File: src/rtl/lpr_pkg.sv
// Shared types and constants for the Legendre polynomial recurrence block.
// Holds the controller state type, the command and status structs and the fixed-point helpers.
// Depends on nothing.
`timescale 1ns / 1ps

package lpr_pkg;

  localparam int X_W       = 32;
  localparam int CNT_W     = 7;
  localparam int DEG_W     = 6;
  localparam int FRAC_BITS = 30;
  localparam int PROD_W    = 64;

  localparam logic [CNT_W-1:0] ORDER_RESET = 7'd16;

  typedef enum logic [3:0] {
    ST_IDLE,
    ST_CHECK,
    ST_ERR,
    ST_EMIT,
    ST_SETX,
    ST_MUL_AB,
    ST_ROUND_AB,
    ST_MUL_C,
    ST_CALC
  } lpr_state_t;

  typedef struct packed {
    logic load;
    logic set_x;
    logic mul_ab;
    logic round_ab;
    logic mul_c;
    logic calc;
    logic emit;
    logic emit_err;
  } lpr_cmd_t;

  typedef struct packed {
    logic count_zero;
    logic range_bad;
    logic out_free;
    logic last_deg;
    logic deg_zero;
  } lpr_status_t;

  // Round to nearest at the binary point, ties toward plus infinity.
  // Adding one half and shifting arithmetically gives the floor in both signs.
  function automatic logic signed [PROD_W-1:0] round_q(input logic signed [PROD_W-1:0] p);
    logic signed [PROD_W-1:0] r;
    r = p + (PROD_W'(1) <<< (FRAC_BITS - 1));
    return r >>> FRAC_BITS;
  endfunction

endpackage

File: src/rtl/lpr_ctrl.sv
// Controller state machine for the Legendre polynomial recurrence block.
// Sequences the datapath one degree at a time; uses lpr_pkg.
`timescale 1ns / 1ps

module lpr_ctrl
  import lpr_pkg::*;
(
  input  logic        clk,
  input  logic        rst,
  input  logic        in_valid,
  output logic        in_stall,
  input  lpr_status_t status,
  output lpr_cmd_t    cmd
);

  lpr_state_t state, state_next;

  always_ff @(posedge clk) begin
    if (rst) begin
      state <= ST_IDLE;
    end else begin
      state <= state_next;
    end
  end

  always_comb begin
    state_next = state;
    unique case (state)
      ST_IDLE: begin
        if (in_valid) state_next = ST_CHECK;
      end
      ST_CHECK: begin
        priority if (status.count_zero) state_next = ST_IDLE;
        else if (status.range_bad) state_next = ST_ERR;
        else state_next = ST_EMIT;
      end
      ST_ERR: begin
        if (status.out_free) state_next = ST_IDLE;
      end
      ST_EMIT: begin
        if (status.out_free) begin
          priority if (status.last_deg) state_next = ST_IDLE;
          else if (status.deg_zero) state_next = ST_SETX;
          else state_next = ST_MUL_AB;
        end
      end
      ST_SETX:     state_next = ST_EMIT;
      ST_MUL_AB:   state_next = ST_ROUND_AB;
      ST_ROUND_AB: state_next = ST_MUL_C;
      ST_MUL_C:    state_next = ST_CALC;
      ST_CALC:     state_next = ST_EMIT;
      default:     state_next = ST_IDLE;
    endcase
  end

  always_comb begin
    cmd      = '0;
    in_stall = (state != ST_IDLE);
    unique case (state)
      ST_IDLE:     cmd.load     = in_valid;
      ST_CHECK:    cmd          = '0;
      ST_ERR:      cmd.emit_err = status.out_free;
      ST_EMIT:     cmd.emit     = status.out_free;
      ST_SETX:     cmd.set_x    = 1'b1;
      ST_MUL_AB:   cmd.mul_ab   = 1'b1;
      ST_ROUND_AB: cmd.round_ab = 1'b1;
      ST_MUL_C:    cmd.mul_c    = 1'b1;
      ST_CALC:     cmd.calc     = 1'b1;
      default:     cmd          = '0;
    endcase
  end

endmodule

File: config.mk
export PLATFORM = sky130hd
export DESIGN_NAME = lpr_ctrl
export DESIGN_NICKNAME = d
export VERILOG_FILES = /design/src/rtl/lpr_pkg.sv /design/src/rtl/lpr_ctrl.sv
export SDC_FILE = /design/constraint.sdc
export NUM_CORES = 1
export LEC_CHECK = 0
export BUFFER_PORTS_ARGS = -buffer_cell sky130_fd_sc_hd__buf_2
export CAP_MARGIN = 20
export CORE_AREA = 2 2 39 41
export DETAILED_ROUTE_END_ITERATION = 10
export DIE_AREA = 0 0 41 43
export PLACE_DENSITY_LB_ADDON = 0.12
export SETUP_SLACK_MARGIN = 0.4
export SLEW_MARGIN = 25
export SYNTH_ARGS = -nofsm -noshare
export SYNTH_HDL_FRONTEND = slang
export SYNTH_SLANG_ARGS = --single-unit
File: constraint.sdc
create_clock -name clk -period 1.4 [get_ports clk]
set_input_delay 0.07 -clock clk [delete_from_list [all_inputs] [get_ports clk]]
set_output_delay 0.07 -clock clk [all_outputs]
set_load 0.05 [all_outputs]
After elaboration in Yosys (flattened, before gate mapping)
Cells that the tools add are included.
{"block": "word_totals", "regBits": 4, "latch_bits": 0, "mem_bits_rw": 0, "romBits": 0, "input_bits": 8, "output_inout_bits": 9, "wordCells": 32, "mem_count": 0}
{"block": "op_classes", "add_sub_neg": 0, "mul": 0, "div_mod_pow": 0, "order_cmp": 0, "n_eq_ne": 11, "n_shift": 0, "n_mux": 16, "bitwise": 0, "n_reduce_logical": 4}
{"op": "case mux 4 bit (8 select lines)", "n": 1}
{"op": "== test 4 x 3 -> 1 bit, second input constant", "n": 4}
{"op": "2-to-1 mux 4 bit", "n": 3}
{"op": "2-to-1 mux 1 bit", "n": 10}
{"op": "== test 4 x 2 -> 1 bit, second input constant", "n": 2}
{"op": "!= test 2 bit, second input constant", "n": 3}
{"op": "== test 4 x 1 -> 1 bit, second input constant", "n": 1}
{"op": "== test 4 bit, second input constant", "n": 1}
{"op": "logical NOT 4 bit", "n": 1}
{"op": "nonzero test 4 bit", "n": 1}
{"op": "2-to-1 mux 3 bit", "n": 1}
{"op": "AND reduction 3 bit", "n": 1}
{"op": "2-to-1 mux 2 bit", "n": 1}
{"op": "OR reduction 2 bit", "n": 1}

Depth between registers and ports, before layout
{"block": "logic_depth", "word_depth": 4, "mapped_depth": 5, "ltp_nobuf": 4}

Least setup slack after synthesis
Ideal clock, no wire load.
{"block": "synth_path", "kind": "register -> output", "from": "register state[3]", "to": "output cmd[5] (netlist bit)", "t_arrival_ps": 1724, "path_slack_ps": -394, "stages_incl_launch_ff": 3, "cell_sequence": "dfxtp_1 -> nand2b_2 -> nor3b_1"}
{"item": "start, declared", "line": "lpr_ctrl.sv:16", "source": "lpr_state_t state, state_next;"}
{"item": "start signal, assigned", "line": "lpr_ctrl.sv:22", "source": "state <= state_next;"}
{"item": "end, declared", "line": "lpr_ctrl.sv:13", "source": "output lpr_cmd_t cmd"}

==> flow_summary.ini <==
[worst_setup_path]
start_kind = flip-flop
path_max_fanout = 6
path_cells = buf_4 > nand2b_4 > nor3b_2 > buf_6
critical_path.slowest_cell = dfxtp_4
crit_required_ps = 1330
path_class = reg2out
max_stage_delay_ps = 370
cp-end-kind = output port
r2r_cells = 7
worst_ep_arrival_time_ps = 1250

[floorplanning]
start_util = 0.250
coreArea_um2 = 1380
rows = 14
io_pins = 17
dieHeight_um = 43
die_area_um2 = 1760
die_x_um = 41

[logic_synthesis]
synth-simple-area-share = 0.446
synth-compound-area-share = 0.199
synth_cell_types = 23
synth_area_um2 = 345
synth.area.top_cells = dfxtp_1 (23%), nor2_1 (9.8%), nor3_1 (7.2%), nor3b_2 (7.2%), buf_6 (6.5%)
syn_inst = 45
synth_adder_area_share = 0
synthMuxAreaShare = 0
yosys.area.top_type = dfxtp_1
synth_area_per_cell_um2 = 7.67
ys_ff_latch = 4
synth_top_area_frac = 0.232
ys_seq_area_frac = 0.232
synth_top_family_by_area = simple AND/OR/NAND/NOR gates
synth_xor_area_frac = 0.0254
syn_nets = 53
yosysWarnings = 0

[finish]
largest_register_ffs = 4
drive_gt1_frac = 0.803
top_register = state
layout_common_cells = buf_6 (13), buf_4 (9), buf_2 (7)
finalNonFillerCells = 92
final_nets = 86
syn2layout_area_growth_pct = 125
antenna-diode-count = 0
final_common_cell = buf_6
fill_cells = 137
reg.largest.list = state x4

[global_route]
antenna_found_initial = 0
grt_remaining_overflow = 0
grt_pass1_wl_mm = 1.82
grt_max_degree = 8
grt_use_total = 0.158
first_global_vias = 427

[clock_network]
clock-sinks = 4
htree_levels = 1
clock-root-buffer = clkbuf_4
cts_buffers = 3
clk_pin_slew_worst_paths_ps = 40
cts_tree = built
clock_latency_ps = 240
clockBufferDepth = 2

[sta]
timing.final.crit_share = 0.940
finClkSkew_ps = 4.04
min_period_ps = 1320
worstMarginPinSlew_ps = 235
slew_violations = 0
max_freq_mhz = 760
relSlewSlack = 0.842
fin_tns_setup_ps = 0
finalSetupViolations = 0
grt_setup_unrepaired = yes
hold_violations = 0

[drt]
drc = 0
wl_per_cell_um = 13.3
first_pass_iters = 2
wirelength_mm = 1.23
drt-initial-drc-count = 4
ant_nets = 0
via_count = 443
via_per_inst = 4.82

[placement]
dp_hpwl_um = 800
gp_congestion = 0.721
portBuffers = 16
dp_cells = 81

[power_and_ir_drop]
total_power_w = 0.000513
power_density_nw_per_um2 = 659
leakage_nw = 0.318
ir_drop_mv = 0.384

[status]
status = completed

[worst_hold_path]
hold_path_depth = 2
hold_path.class = in2reg

[job]
drv_cap = 0
-- synth_stat cells (all sizes together) --
master,instances
nor3b,4
buf,3
nand2,4
dfxtp,4
o21ai,1
o21bai,1
a211oi,2
o31a,1
nand2b,1
nor2,9
a21oi,2
nand3,1
inv,1
or2b,1
a211o,1
xor2,1
nor4,1
and3,1
nor3,5
o32ai,1
-- worst paths after layout --
kind              endpoint  startpoint  slack, ps
setup / recovery    cmd[5]    state[2]         80
hold / removal    state[3]         rst         50
setup reg to reg  state[2]    state[0]        200
hold reg to reg   state[2]    state[3]        510
-- what timing repair did --
action | in CTS | in global routing
setup buffers | 5 | 3
hold buffers | 0 | 0
pin swaps | 5 | 7
gates resized for setup | 38 | 13
cloned | 0 | 0
setup endpoints to repair | 12 | 13
-- worst max-delay path: cells and delay by family (launching register included) --
family                 cells  cell delay [ps]
buffers and inverters      2              330
AND/OR/NAND/NOR            2              300
flip-flops                 1              370
-- stage by stage --
stage,worst slack [ps],cell area (um2),hold WS [ps],utilization
after global placement,46.6,517,315,0.373
after detailed placement,94.3,517,320,0.373
final,83.4,778,54.0,0.562
after global routing,46.0,778,66.7,0.562
after floorplan,56.8,394,142,-
after CTS,106,701,61.4,0.506
-- final cells by class --
cell class,instances,area (um2),area share
timing repair buffer,31,279,0.359
inverter,1,3.75,0.00482
clock buffer,3,22.5,0.0289
tap,16,20.0,0.0257
multi-input combinational,37,358,0.460
sequential,4,95.1,0.122
-- per-layer routing --
| metal | GRT usage | up-vias | part of all wire |
|---|---|---|---|
| met5 | 0 | - | 0 |
| met4 | 0.0600 | 0 | 0.014 |
| met3 | 0.0681 | 2 | 0.063 |
| met2 | 0.234 | 12 | 0.52 |
| met1 | 0.194 | 207 | 0.40 |
| li1 | - | 222 | - |
-- logic make-up after synthesis --
| family | Yosys count |
|---|---|
| flip-flops | 4 |
| AO/OA/AOI/OAI | 9 |
| buffers and inverters | 4 |
| AND/OR/NAND/NOR | 27 |
| XOR/XNOR | 1 |
-- power breakdown --
group | internal, W | total, W | switching [W]
sequential | 0.000117 | 0.000126 | 0.00000904
combinational | 0.000121 | 0.000236 | 0.000115
clock | 0.0000964 | 0.000151 | 0.0000547
(Power assumes the default switching activity.)
